$ cat config.mk
export PLATFORM = sky130hd
export DESIGN_NAME = fuzzy_steering_gain_core
export DESIGN_NICKNAME = d
export VERILOG_FILES = /design/src/design/fsg_pkg.sv /design/src/design/fsg_front.sv /design/src/design/fsg_wsum.sv /design/src/design/fsg_div.sv /design/src/design/fuzzy_steering_gain_core.sv
export SDC_FILE = /design/constraint.sdc
export NUM_CORES = 2
export LEC_CHECK = 0
export BUFFER_PORTS_ARGS = -buffer_cell sky130_fd_sc_hd__buf_2
export CAP_MARGIN = 20
export CORE_MARGIN = 1.5
export CORE_UTILIZATION = 30
export CTS_BUF_LIST = sky130_fd_sc_hd__clkbuf_4 sky130_fd_sc_hd__clkbuf_8 sky130_fd_sc_hd__clkbuf_16
export CTS_CLUSTER_DIAMETER = 40
export DETAILED_ROUTE_END_ITERATION = 6
export PLACE_DENSITY = 0.54
export SLEW_MARGIN = 20
export SYNTH_ARGS = -nofsm -noshare
export SYNTH_HDL_FRONTEND = slang
export SYNTH_HIERARCHICAL = 1
export SYNTH_SLANG_ARGS = --single-unit
$ cat constraint.sdc
create_clock -name i_clk -period 17.8 [get_ports i_clk]
set_input_delay 2.67 -clock i_clk [delete_from_list [all_inputs] [get_ports i_clk]]
set_output_delay 2.67 -clock i_clk [all_outputs]
set_load 0.05 [all_outputs]
$ cat src/design/fsg_pkg.sv
package fsg_pkg;

    localparam int MEMBERSHIP_FRAC_BITS = 10;
    localparam int ONE     = 1 << MEMBERSHIP_FRAC_BITS;
    localparam int MW      = MEMBERSHIP_FRAC_BITS + 1;
    localparam int GAIN_W  = 12;
    localparam int QW      = 12;
    localparam int PROD_W  = GAIN_W + MW;
    localparam int NUM_W   = PROD_W + 2;
    localparam int DEN_W   = MW + 2;
    localparam int IN_W    = 16;
    localparam int MAG_W   = IN_W + 1;
    localparam int BP_W    = 6;
    localparam int OFF_W   = 4;
    localparam int SEG_W   = 2;
    localparam int IDX_W   = 3;
    localparam int LVL_W   = 4;
    localparam int CODE_W  = 3;
    localparam int N_GAIN  = 7;
    localparam int N_TERM  = 4;
    localparam int CFG_IDX_W = 3;
    localparam int LAT     = 4 + QW;

    localparam logic [LVL_W-1:0] CENTER = LVL_W'(4);
    localparam logic [IDX_W-1:0] SAT_IDX = IDX_W'(4);
    localparam logic [MW-1:0]    MU_ONE = MW'(ONE);

    typedef logic [4:0][BP_W-1:0] t_bp;
    typedef logic [N_GAIN-1:0][GAIN_W-1:0] t_gains;

    localparam t_bp ERR_BP = '{6'd55, 6'd40, 6'd25, 6'd10, 6'd0};
    localparam t_bp DER_BP = '{6'd17, 6'd12, 6'd7, 6'd3, 6'd0};

    localparam t_gains GAIN_RST = '{12'd2816, 12'd2688, 12'd2560, 12'd2432,
                                   12'd2304, 12'd2176, 12'd2048};

    localparam int MU_D10 [16] = '{0, ONE/10, 2*ONE/10, 3*ONE/10, 4*ONE/10,
        5*ONE/10, 6*ONE/10, 7*ONE/10, 8*ONE/10, 9*ONE/10, 10*ONE/10,
        0, 0, 0, 0, 0};
    localparam int MU_D15 [16] = '{0, ONE/15, 2*ONE/15, 3*ONE/15, 4*ONE/15,
        5*ONE/15, 6*ONE/15, 7*ONE/15, 8*ONE/15, 9*ONE/15, 10*ONE/15,
        11*ONE/15, 12*ONE/15, 13*ONE/15, 14*ONE/15, 15*ONE/15};
    localparam int MU_D3 [16] = '{0, ONE/3, 2*ONE/3, 3*ONE/3,
        0, 0, 0, 0, 0, 0, 0, 0, 0, 0, 0, 0};
    localparam int MU_D4 [16] = '{0, ONE/4, 2*ONE/4, 3*ONE/4, 4*ONE/4,
        0, 0, 0, 0, 0, 0, 0, 0, 0, 0, 0};
    localparam int MU_D5 [16] = '{0, ONE/5, 2*ONE/5, 3*ONE/5, 4*ONE/5, 5*ONE/5,
        0, 0, 0, 0, 0, 0, 0, 0, 0, 0};

    localparam logic [CODE_W-1:0] RULE_P [9][9] = '{
        '{3'd4, 3'd4, 3'd3, 3'd3, 3'd2, 3'd1, 3'd1, 3'd1, 3'd2},
        '{3'd4, 3'd3, 3'd3, 3'd3, 3'd2, 3'd1, 3'd1, 3'd2, 3'd2},
        '{3'd4, 3'd3, 3'd3, 3'd2, 3'd2, 3'd1, 3'd1, 3'd2, 3'd3},
        '{3'd3, 3'd3, 3'd2, 3'd1, 3'd1, 3'd1, 3'd2, 3'd3, 3'd3},
        '{3'd3, 3'd3, 3'd2, 3'd1, 3'd0, 3'd1, 3'd2, 3'd3, 3'd3},
        '{3'd3, 3'd3, 3'd2, 3'd1, 3'd1, 3'd1, 3'd2, 3'd3, 3'd3},
        '{3'd3, 3'd3, 3'd1, 3'd1, 3'd2, 3'd2, 3'd2, 3'd3, 3'd4},
        '{3'd2, 3'd2, 3'd1, 3'd1, 3'd2, 3'd3, 3'd3, 3'd3, 3'd4},
        '{3'd2, 3'd2, 3'd1, 3'd1, 3'd2, 3'd3, 3'd3, 3'd4, 3'd4}
    };

    localparam logic [CODE_W-1:0] RULE_D [9][9] = '{
        '{3'd4, 3'd4, 3'd3, 3'd3, 3'd2, 3'd2, 3'd2, 3'd1, 3'd0},
        '{3'd4, 3'd3, 3'd3, 3'd2, 3'd1, 3'd2, 3'd1, 3'd1, 3'd0},
        '{3'd4, 3'd3, 3'd2, 3'd2, 3'd1, 3'd2, 3'd1, 3'd2, 3'd3},
        '{3'd4, 3'd3, 3'd2, 3'd2, 3'd0, 3'd2, 3'd2, 3'd3, 3'd4},
        '{3'd4, 3'd3, 3'd2, 3'd0, 3'd0, 3'd0, 3'd2, 3'd3, 3'd4},
        '{3'd4, 3'd3, 3'd2, 3'd2, 3'd0, 3'd2, 3'd2, 3'd3, 3'd4},
        '{3'd3, 3'd2, 3'd1, 3'd2, 3'd1, 3'd2, 3'd2, 3'd3, 3'd4},
        '{3'd0, 3'd1, 3'd1, 3'd2, 3'd1, 3'd2, 3'd3, 3'd3, 3'd4},
        '{3'd0, 3'd1, 3'd2, 3'd2, 3'd2, 3'd3, 3'd3, 3'd4, 3'd4}
    };

    typedef struct packed {
        logic             neg;
        logic             sat;
        logic [SEG_W-1:0] seg;
        logic [OFF_W-1:0] off;
    } t_fz;

    typedef struct packed {
        logic                           valid;
        logic [N_TERM-1:0][MW-1:0]      mu;
        logic [N_TERM-1:0][CODE_W-1:0]  code;
    } t_front;

    typedef struct packed {
        logic             valid;
        logic [NUM_W-1:0] num;
        logic [DEN_W-1:0] den;
    } t_divin;

    function automatic t_fz fuzz_seg(input logic [IN_W-1:0] v, input t_bp bp);
        t_fz              r;
        logic [MAG_W-1:0] m;
        r.neg = v[IN_W-1];
        m = r.neg ? (MAG_W'(1 << IN_W) - {1'b0, v}) : {1'b0, v};
        r.sat = 1'b1;
        r.seg = '0;
        r.off = '0;
        for (int s = 3; s >= 0; s--) begin
            if (MAG_W'(bp[s+1]) >= m) begin
                r.sat = 1'b0;
                r.seg = SEG_W'(s);
            end
        end
        if (!r.sat) begin
            r.off = OFF_W'(m[BP_W-1:0] - bp[r.seg]);
        end
        return r;
    endfunction

    function automatic logic [MW-1:0] mu_err(input logic [SEG_W-1:0] seg,
                                             input logic [OFF_W-1:0] off);
        logic [MW-1:0] r;
        unique case (seg)
            2'd0:    r = MW'(MU_D10[off]);
            default: r = MW'(MU_D15[off]);
        endcase
        return r;
    endfunction

    function automatic logic [MW-1:0] mu_der(input logic [SEG_W-1:0] seg,
                                             input logic [OFF_W-1:0] off);
        logic [MW-1:0] r;
        unique case (seg)
            2'd0:    r = MW'(MU_D3[off]);
            2'd1:    r = MW'(MU_D4[off]);
            default: r = MW'(MU_D5[off]);
        endcase
        return r;
    endfunction

    function automatic logic [LVL_W-1:0] mirror(input logic neg,
                                                input logic [IDX_W-1:0] idx);
        return neg ? (CENTER - LVL_W'(idx)) : (CENTER + LVL_W'(idx));
    endfunction

    function automatic logic [CODE_W-1:0] rule(input logic cmd,
                                               input logic [LVL_W-1:0] y,
                                               input logic [LVL_W-1:0] x);
        return cmd ? RULE_D[y][x] : RULE_P[y][x];
    endfunction

    function automatic logic [MW-1:0] min3(input logic [MW-1:0] a,
                                           input logic [MW-1:0] b,
                                           input logic [MW-1:0] c);
        logic [MW-1:0] r;
        r = a;
        if (b < r) r = b;
        if (c < r) r = c;
        return r;
    endfunction

endpackage

$ cat src/design/fsg_front.sv
module fsg_front (
    input  logic                           i_clk,
    input  logic                           i_rst_n,
    input  logic                           i_valid,
    input  logic                           i_cmd,
    input  logic [fsg_pkg::IN_W-1:0]       i_error,
    input  logic [fsg_pkg::IN_W-1:0]       i_derror,
    output fsg_pkg::t_front                o_front
);

    logic            r_s1_vld;
    logic            r_s1_cmd;
    fsg_pkg::t_fz    r_s1_e;
    fsg_pkg::t_fz    r_s1_d;
    fsg_pkg::t_front r_s2;
    fsg_pkg::t_front n_s2;

    logic [fsg_pkg::MW-1:0]    e_hi, e_lo, d_hi, d_lo;
    logic [fsg_pkg::IDX_W-1:0] e_a, e_b, d_a, d_b;
    logic [fsg_pkg::LVL_W-1:0] x1, x2, y1, y2;

    always_ff @(posedge i_clk) begin
        if (!i_rst_n) begin
            r_s1_vld <= 1'b0;
        end else begin
            r_s1_vld <= i_valid;
        end
    end

    always_ff @(posedge i_clk) begin
        r_s1_cmd <= i_cmd;
        r_s1_e   <= fsg_pkg::fuzz_seg(i_error, fsg_pkg::ERR_BP);
        r_s1_d   <= fsg_pkg::fuzz_seg(i_derror, fsg_pkg::DER_BP);
    end

    always_comb begin
        e_hi = r_s1_e.sat ? fsg_pkg::MU_ONE : fsg_pkg::mu_err(r_s1_e.seg, r_s1_e.off);
        e_lo = r_s1_e.sat ? fsg_pkg::MU_ONE : fsg_pkg::MU_ONE - e_hi;
        d_hi = r_s1_d.sat ? fsg_pkg::MU_ONE : fsg_pkg::mu_der(r_s1_d.seg, r_s1_d.off);
        d_lo = r_s1_d.sat ? fsg_pkg::MU_ONE : fsg_pkg::MU_ONE - d_hi;

        e_a = r_s1_e.sat ? fsg_pkg::SAT_IDX : fsg_pkg::IDX_W'(r_s1_e.seg);
        e_b = r_s1_e.sat ? fsg_pkg::SAT_IDX : fsg_pkg::IDX_W'(r_s1_e.seg) + 1'b1;
        d_a = r_s1_d.sat ? fsg_pkg::SAT_IDX : fsg_pkg::IDX_W'(r_s1_d.seg);
        d_b = r_s1_d.sat ? fsg_pkg::SAT_IDX : fsg_pkg::IDX_W'(r_s1_d.seg) + 1'b1;

        x1 = fsg_pkg::mirror(r_s1_e.neg, e_a);
        x2 = fsg_pkg::mirror(r_s1_e.neg, e_b);
        y1 = fsg_pkg::mirror(r_s1_d.neg, d_a);
        y2 = fsg_pkg::mirror(r_s1_d.neg, d_b);

        n_s2.valid   = r_s1_vld;
        n_s2.mu[0]   = fsg_pkg::min3(e_lo, d_lo, d_hi);
        n_s2.mu[1]   = fsg_pkg::min3(e_hi, d_lo, d_hi);
        n_s2.mu[2]   = d_lo;
        n_s2.mu[3]   = d_hi;
        n_s2.code[0] = fsg_pkg::rule(r_s1_cmd, y1, x1);
        n_s2.code[1] = fsg_pkg::rule(r_s1_cmd, y2, x1);
        n_s2.code[2] = fsg_pkg::rule(r_s1_cmd, y1, x2);
        n_s2.code[3] = fsg_pkg::rule(r_s1_cmd, y2, x2);
    end

    always_ff @(posedge i_clk) begin
        if (!i_rst_n) begin
            r_s2.valid <= 1'b0;
        end else begin
            r_s2.valid <= n_s2.valid;
        end
    end

    always_ff @(posedge i_clk) begin
        r_s2.mu   <= n_s2.mu;
        r_s2.code <= n_s2.code;
    end

    assign o_front = r_s2;

    a_clip: assert property (@(posedge i_clk) disable iff (!i_rst_n)
        r_s2.valid |-> (r_s2.mu[0] <= r_s2.mu[2] && r_s2.mu[0] <= r_s2.mu[3]
                        && r_s2.mu[1] <= r_s2.mu[2] && r_s2.mu[1] <= r_s2.mu[3]))
        else $error("error membership not clipped");

    a_der_sum: assert property (@(posedge i_clk) disable iff (!i_rst_n)
        r_s2.valid |-> ((fsg_pkg::DEN_W'(r_s2.mu[2]) + fsg_pkg::DEN_W'(r_s2.mu[3])
                         == fsg_pkg::DEN_W'(fsg_pkg::ONE))
                        || (r_s2.mu[2] == fsg_pkg::MU_ONE && r_s2.mu[3] == fsg_pkg::MU_ONE)))
        else $error("change memberships do not sum to one");

endmodule

$ cat src/design/fsg_wsum.sv
module fsg_wsum (
    input  logic            i_clk,
    input  logic            i_rst_n,
    input  fsg_pkg::t_front i_front,
    input  fsg_pkg::t_gains i_gains,
    output fsg_pkg::t_divin o_div
);

    logic                        r_s3_vld;
    logic [fsg_pkg::PROD_W-1:0]  r_prod [fsg_pkg::N_TERM];
    logic [fsg_pkg::DEN_W-1:0]   r_s3_den;
    logic [fsg_pkg::GAIN_W-1:0]  g [fsg_pkg::N_TERM];
    logic [fsg_pkg::DEN_W-1:0]   n_den;
    fsg_pkg::t_divin             r_s4;

    always_comb begin
        for (int k = 0; k < fsg_pkg::N_TERM; k++) begin
            if (i_front.code[k] < fsg_pkg::CODE_W'(fsg_pkg::N_GAIN)) begin
                g[k] = i_gains[i_front.code[k]];
            end else begin
                g[k] = '0;
            end
        end
        n_den = fsg_pkg::DEN_W'(i_front.mu[0]) + fsg_pkg::DEN_W'(i_front.mu[1])
              + fsg_pkg::DEN_W'(i_front.mu[2]) + fsg_pkg::DEN_W'(i_front.mu[3]);
    end

    always_ff @(posedge i_clk) begin
        if (!i_rst_n) begin
            r_s3_vld   <= 1'b0;
            r_s4.valid <= 1'b0;
        end else begin
            r_s3_vld   <= i_front.valid;
            r_s4.valid <= r_s3_vld;
        end
    end

    always_ff @(posedge i_clk) begin
        for (int k = 0; k < fsg_pkg::N_TERM; k++) begin
            r_prod[k] <= fsg_pkg::PROD_W'(g[k]) * fsg_pkg::PROD_W'(i_front.mu[k]);
        end
        r_s3_den <= n_den;
        r_s4.num <= fsg_pkg::NUM_W'(r_prod[0]) + fsg_pkg::NUM_W'(r_prod[1])
                  + fsg_pkg::NUM_W'(r_prod[2]) + fsg_pkg::NUM_W'(r_prod[3]);
        r_s4.den <= r_s3_den;
    end

    assign o_div = r_s4;

endmodule

$ cat src/design/fsg_div.sv
module fsg_div (
    input  logic                     i_clk,
    input  logic                     i_rst_n,
    input  fsg_pkg::t_divin          i_div,
    output logic                     o_valid,
    output logic [fsg_pkg::QW-1:0]   o_quot
);

    logic                         r_vld [fsg_pkg::QW];
    logic [fsg_pkg::NUM_W-1:0]    r_rem [fsg_pkg::QW];
    logic [fsg_pkg::DEN_W-1:0]    r_den [fsg_pkg::QW];
    logic [fsg_pkg::QW-1:0]       r_q   [fsg_pkg::QW];

    for (genvar k = 0; k < fsg_pkg::QW; k++) begin : g_stage
        logic                       vld_in;
        logic [fsg_pkg::NUM_W-1:0]  rem_in;
        logic [fsg_pkg::DEN_W-1:0]  den_in;
        logic [fsg_pkg::QW-1:0]     q_in;
        logic [fsg_pkg::NUM_W-1:0]  sh;
        logic                       ge;

        if (k == 0) begin : g_first
            assign vld_in = i_div.valid;
            assign rem_in = i_div.num;
            assign den_in = i_div.den;
            assign q_in   = '0;
        end else begin : g_next
            assign vld_in = r_vld[k-1];
            assign rem_in = r_rem[k-1];
            assign den_in = r_den[k-1];
            assign q_in   = r_q[k-1];
        end

        assign sh = fsg_pkg::NUM_W'(den_in) << (fsg_pkg::QW - 1 - k);
        assign ge = (rem_in >= sh);

        always_ff @(posedge i_clk) begin
            if (!i_rst_n) begin
                r_vld[k] <= 1'b0;
            end else begin
                r_vld[k] <= vld_in;
            end
        end

        always_ff @(posedge i_clk) begin
            r_rem[k] <= ge ? (rem_in - sh) : rem_in;
            r_den[k] <= den_in;
            r_q[k]   <= {q_in[fsg_pkg::QW-2:0], ge};
        end
    end

    assign o_valid = r_vld[fsg_pkg::QW-1];
    assign o_quot  = r_q[fsg_pkg::QW-1];

    a_den_nz: assert property (@(posedge i_clk) disable iff (!i_rst_n)
        i_div.valid |-> (i_div.den >= fsg_pkg::DEN_W'(fsg_pkg::ONE)))
        else $error("divisor below one");

    a_rem: assert property (@(posedge i_clk) disable iff (!i_rst_n)
        o_valid |-> (r_rem[fsg_pkg::QW-1] < fsg_pkg::NUM_W'(r_den[fsg_pkg::QW-1])))
        else $error("remainder not below divisor");

endmodule

$ cat src/design/fuzzy_steering_gain_core.sv
// Throughput: one item per cycle; busy stays low, start is taken every cycle.
// Items pass through four front stages and the 12-stage restoring divider (one quotient bit per stage).
// Reset (i_rst_n low, synchronous) clears all stage valid bits and loads the
// default gain levels; o_done is one cycle wide and the receiver cannot stall.
module fuzzy_steering_gain_core (
    input  logic                              i_clk,
    input  logic                              i_rst_n,
    input  logic                              start,
    output logic                              busy,
    input  logic                              i_cmd,
    input  logic [fsg_pkg::IN_W-1:0]          i_error,
    input  logic [fsg_pkg::IN_W-1:0]          i_derror,
    output logic                              o_done,
    output logic [fsg_pkg::QW-1:0]            o_gain,
    input  logic                              i_cfg_valid,
    output logic                              o_cfg_ready,
    input  logic [fsg_pkg::CFG_IDX_W-1:0]     i_cfg_index,
    input  logic [fsg_pkg::GAIN_W-1:0]        i_cfg_data
);

    fsg_pkg::t_gains r_gain;
    fsg_pkg::t_front front;
    fsg_pkg::t_divin div_in;
    logic            accept;

    assign busy        = 1'b0;
    assign o_cfg_ready = 1'b1;
    assign accept      = start && !busy;

    always_ff @(posedge i_clk) begin
        if (!i_rst_n) begin
            r_gain <= fsg_pkg::GAIN_RST;
        end else if (i_cfg_valid && o_cfg_ready) begin
            for (int k = 0; k < fsg_pkg::N_GAIN; k++) begin
                if (i_cfg_index == fsg_pkg::CFG_IDX_W'(k)) begin
                    r_gain[k] <= i_cfg_data;
                end
            end
        end
    end

    fsg_front u_front (
        .i_clk    (i_clk),
        .i_rst_n  (i_rst_n),
        .i_valid  (accept),
        .i_cmd    (i_cmd),
        .i_error  (i_error),
        .i_derror (i_derror),
        .o_front  (front)
    );

    fsg_wsum u_wsum (
        .i_clk   (i_clk),
        .i_rst_n (i_rst_n),
        .i_front (front),
        .i_gains (r_gain),
        .o_div   (div_in)
    );

    fsg_div u_div (
        .i_clk   (i_clk),
        .i_rst_n (i_rst_n),
        .i_div   (div_in),
        .o_valid (o_done),
        .o_quot  (o_gain)
    );

    a_done_src: assert property (@(posedge i_clk) disable iff (!i_rst_n)
        o_done |-> $past(accept, fsg_pkg::LAT))
        else $error("result beat without matching accepted item");

endmodule

Word-level counts from Yosys, hierarchy flattened:

Memories as Yosys holds them, arrays and structs flattened.
Index checks and enable logic that the tools add are counted.

* $lt $le $gt $ge: 40
* $mul: 4
* muxes and demuxes: 116
* eq/ne operators: 7
* add/sub/neg operators: 34
* reductions and logical operators: 10
* bitwise gates (word level): 18

Operators with widths (count)
* $mux 25: 12
* $mux 27: 8
* $mux 11: 19
* $bmux 12 s3: 4
* $bmux 3 s4: 8
* $mux 12: 8
* $mux 3: 32
* $mul 12x11->23: 4
* $add 25x23->25: 2
* $lt 11x11->1: 4
* $ge 4x17->1 const A: 2
* $ge 5x17->1 const A: 2
* $ge 6x17->1 const A: 2
* $mux 17: 2
* $sub 17x16->17 const A: 2
* $ge 5x5->1 const B: 6
* $not 4->5: 6
* $add 13x11->13: 2
* $ge 25x13->1: 1
* $ge 25x14->1: 1
* $ge 25x15->1: 1
* $ge 25x16->1: 1
* $ge 25x17->1: 1
* $ge 25x18->1: 1
* other kinds (42): 98

* output and inout bits: 15
* memories: 14
* logic and storage cells: 274
* memory bits (read-only): 4288
* register bits: 212
* RAM bits: 704
* input bits: 52

Memories
* (name not given): words 16, bits a word 32, read ports 1, clocked after Yosys merged registers in 0, write ports 0, RTL line fsg_pkg.sv:117 `2'd0: r = MW'(MU_D10[off]);`
* (name not given): words 16, bits a word 32, read ports 1, clocked after Yosys merged registers in 0, write ports 0, RTL line fsg_pkg.sv:118 `default: r = MW'(MU_D15[off]);`
* (name not given): words 16, bits a word 32, read ports 1, clocked after Yosys merged registers in 0, write ports 0, RTL line fsg_pkg.sv:127 `2'd0: r = MW'(MU_D3[off]);`
* (name not given): words 16, bits a word 32, read ports 1, clocked after Yosys merged registers in 0, write ports 0, RTL line fsg_pkg.sv:128 `2'd1: r = MW'(MU_D4[off]);`
* (name not given): words 16, bits a word 32, read ports 1, clocked after Yosys merged registers in 0, write ports 0, RTL line fsg_pkg.sv:129 `default: r = MW'(MU_D5[off]);`
* (name not given): words 16, bits a word 27, read ports 1, clocked after Yosys merged registers in 0, write ports 0, RTL line fsg_pkg.sv:142 `return cmd ? RULE_D[y][x] : RULE_P[y][x];`
* +8 memories

Depth between registers and ports, before layout:

* word-level depth: 12
* depth in mapped cells: 27
* mapped depth without buffers: 24

Cells and area by module:

Netlist, hierarchy kept.

Modules (own cells, without submodules)
* fsg_wsum: instances 1, sequential area each 2902.8 µm², area an instance 26138.8 µm², cells an instance 2792
* fsg_div: instances 1, sequential area each 10169.8 µm², area an instance 21002.6 µm², cells an instance 2132
* fsg_front: instances 1, sequential area each 1401.3 µm², area an instance 7777.5 µm², cells an instance 1007
* fuzzy_steering_gain_core: instances 1, sequential area each 1681.6 µm², area an instance 3154.3 µm², cells an instance 300

Worst setup path after synthesis:

No wires, ideal clock.

* path kind: flip-flop to flip-flop
* start: register u_front.r_s2 (netlist bit u_front/o_front[0])
* end: memory u_wsum/r_prod[0][21] in the netlist's numbering
* setup slack: 11805 ps
* setup time: 118 ps
* data required time: 17682 ps
* stages on the path, launching flop included: 26
* path buffers: 4
* arrival: 5877 ps
* period minus slack after synthesis: 5995 ps
* cells stage by stage: dfxtp_1 > buf_4 > buf_4 > buf_4 > mux2i_1 > nor2_1 > a21oi_1 > a21oi_1 > buf_2 > and2_1 > fa_1 > inv_1 > fa_1 > inv_1 > fa_1 > fa_1 > inv_1 > fa_1 > inv_1 > ha_1 > a211o_1 > nor3_2 > o31ai_2 > a221o_1 > o41a_1 > xor2_1

RTL lines
* from (decl): RTL line fsg_front.sv:15 `fsg_pkg::t_front r_s2;`
* to (decl): RTL line fsg_wsum.sv:10 `logic [fsg_pkg::PROD_W-1:0] r_prod [fsg_pkg::N_TERM];`

==> flow_summary.yaml <==
yosys:
  ys_seq_elements: 807
  synth-xor-area-share_pct: 4.29
  synth_top_family_by_area: "adder cells"
  synth_compound_area_share_pct: 12.4
  synth.top_cells.by_area: "dfxtp_1 28%, fa_1 15%, ha_1 11%"
  syn_inst: 6231
  synth_edf_count: 0
  syn_avg_cell_area_um2: 9.32
  synthDistinctLibCells: 118
  ys_warn_count: 6
  async_reset_ff_share_pct: 0
  yosys-mux-area-fraction_pct: 6.94
  synth_top_cell_area_share_pct: 27.8
  synthSimpleGateAreaFrac_pct: 15.6
  yosys.area.top_type: "dfxtp_1"
  ys_seq_area_share_pct: 27.8
  ys.flop_type: "dfxtp_1"
  syn_area_mm2: 0.0581
  synth_fa_ha_area_share_pct: 26.2
  syn-num-nets: 7239
clock_network:
  postCtsResizedCells: 0
  cts_setup_buffers: 0
  clock_latency_ns: 0.77
  h-tree-depth: 4
  cts_num_sinks: 807
  cts_buffers: 146
  ctsHoldBuffers: 0
  clk_path_buf_depth: 3
  clockRootBuffer: "clkbuf_16"
  cts.clk_slew.worst_paths_ns: 0.05
  cts_tree: "built"
power:
  p_per_area_mw_per_mm2: 110
  p_leak_nw: 29.5
  ir_worst_vdd_uv: 80.1
sta:
  rsz0062_at_grt: "no"
  slew_violations: 0
  max_slew_margin_pct: 22.9
  fin_worst_skew_ns: 0.0849
  tightest_slew_ns: 1.16
  setup_violations: 0
  final.setup.tns_ns: 0
  layout_min_cycle_time_ns: 7.24
  finalCritPeriodShare_pct: 40.7
  final-hold-violation-count: 0
  max_freq_mhz: 138
worst_setup_path:
  crit_start: "u_front/o_front[10]"
  regToRegSetupSlack_ns: 10.56
  r2r_cells: 22
  critPathKind: "reg2reg"
  crit_arrival_ns: 7.85
  r2r-end: "u_wsum/r_prod[3][20]"
  end_kind: "flop"
  required_ns: 18.41
  cp-start-kind: "flop"
  r2r_start: "u_front/o_front[10]"
  critPathMaxFanout: 25
placement:
  post_dp_cell_area_mm2: 0.0610
  portBuffers: 64
  placed_cells: 8639
  place_congestion: 0.871
  hpwl_um: 117000
detailed_routing:
  ant_nets: 0
  avgRoutedWirePerCell_um: 16.8
  viasPerCell: 4.91
  vias: 43700
  drt_iter0_markers: 2738
  drcViolationCount: 0
  drt-total-wl_um: 149000
  firstDrtPassIters: 5
die:
  die_h_um: 443
  start_util_pct: 30.2
  coreArea_mm2: 0.192
  ios: 67
  die-area_mm2: 0.196
  rows: 161
  die_w_um: 443
finish:
  layout-drive-gt1-share_pct: 9.69
  n_antenna_cell: 0
  utilization_pct: 34.4
  final_cell_mix: "806 x dfxtp_1, 723 x inv_1, 541 x nand2_1"
  fin_cells: 8913
  stdcell_area_mm2: 0.0662
  area_growth_syn_to_layout_pct: 14.0
  layout.nets: 7272
  fillCellCount: 19500
  final_common_cell: "dfxtp_1"
  regArea_mm2: 0.0162
  multiInputGateArea_mm2: 0.0381
job:
  cap_violations: 0
global_route:
  gr-total-overflow: 0
  grt_pass1_wl_um: 242000
  grt_max_degree: 105
  grt_pass1_vias: 44600
  antenna_found_initial: 10
  grtUsageTotal_pct: 15.2
worst_hold_path:
  min-delay-start: "u_div/r_den[1][12]"
  hold_class: "reg2reg"
  worstHoldPathCells: 0
  holdPathEnd: "u_div/r_den[2][12]"
status:
  status: "complete, no violations"
## state kept, by name, indices dropped and copies added, names as in the netlist, 8 cells and up
register	flops
u_div/r_q	78
u_front/o_front	52
u_wsum/o_div	39
u_wsum/r_prod	92
u_div/r_rem	275
u_wsum/r_s3_den	13
r_gain	84
u_front/r_s1_d	8
u_div/r_vld	12
u_front/r_s1_e	8
u_div/r_den	143
## how the worst max path moves through the flow
stage	endpoint	slack [ns]	cells after the start
after global placement	u_wsum/r_prod[0][21]	10.65	20
after global routing	u_wsum/r_prod[3][21]	10.06	20
after detailed placement	u_wsum/r_prod[3][20]	10.67	22
final	u_wsum/r_prod[3][20]	10.56	22
after CTS	u_wsum/r_prod[3][20]	10.59	22
after floorplan	u_wsum/r_prod[0][21]	11.80	25
## cell usage after synthesis, drive strengths merged, types with 15 or more instances
master     n
dfxtp    807
nand4     48
xnor2    181
ha       519
a31oi     39
xor2     100
and4      15
nand3     77
a221oi    15
fa       437
nand2b   121
mux2      81
and2     163
o21a      69
a211oi    49
or3       37
o31a      17
nor2b    224
nor3      64
o211ai    37
o21ai    270
o31ai     24
a21oi    299
nor3b     15
mux4      50
a2111oi   17
nand2    542
mux2i    199
nor4      28
a21o      99
or2       21
clkbuf   160
o21bai    23
buf       92
and3      31
nor2     313
inv      725
## cell type report
cell class,instances,share of cell area [%]
Timing Repair Buffer,137,1.33
Clock inverter,101,1.95
Tap cell,2526,4.77
Sequential cell,807,24.4
Inverter,729,4.13
Multi-Input combinational cell,4443,57.5
Clock buffer,170,5.90
## worst max-delay path, stage by stage, from the launching register on
cell and delay [ns]:
dfxtp_1 0.97, nor2b_1 0.83, nand2_1 0.11, o21ai_0 0.13, mux2i_1 0.11, buf_4 0.22
nand2b_1 0.18, fa_1 0.59, fa_1 0.44, fa_1 0.49, inv_1 0.05, fa_1 0.52
inv_1 0.05, fa_1 0.53, inv_1 0.04, ha_1 0.32, a21oi_1 0.22, nand2_1 0.07
o21ai_0 0.29, o21ai_1 0.21, a221oi_1 0.38, o31ai_1 0.15, xor2_1 0.16
## metal layers
| layer | up-vias | global-route usage, % | wire, µm |
|---|---|---|---|
| met2 | 1088 | 24.4 | 67300 |
| met5 | - | 0 | 13 |
| met1 | 21300 | 20.6 | 69700 |
| li1 | 21100 | - | - |
| met3 | 233 | 2.78 | 8480 |
| met4 | 2 | 4.87 | 3900 |
## kinds of logic after synthesis
family          Yosys count
simple gates           1773
compound gates         1100
buf+inv                 981
fa+ha+maj               956
flops                   807
mux                     330
xor+xnor                282
other cells               2
## power by group
group	internal [mW]	switching (mW)
clock network	1.77	1.07
registers	2.13	0.212
logic	0.936	1.18
total	4.84	2.46
## metrics by stage
| step | setup slack [ns] | power (mW) | hold slack, ns |
|---|---|---|---|
| final | 10.56 | 7.29 | 0.264 |
| after detailed placement | 10.67 | 4.47 | 0.312 |
| after CTS | 10.59 | 7.37 | 0.270 |
| after global placement | 10.65 | 4.44 | 0.312 |
| after global routing | 10.06 | 7.77 | 0.285 |
| after floorplan | 11.80 | 3.94 | 0.310 |
Note: power is estimated with default switching activity, not from simulation.
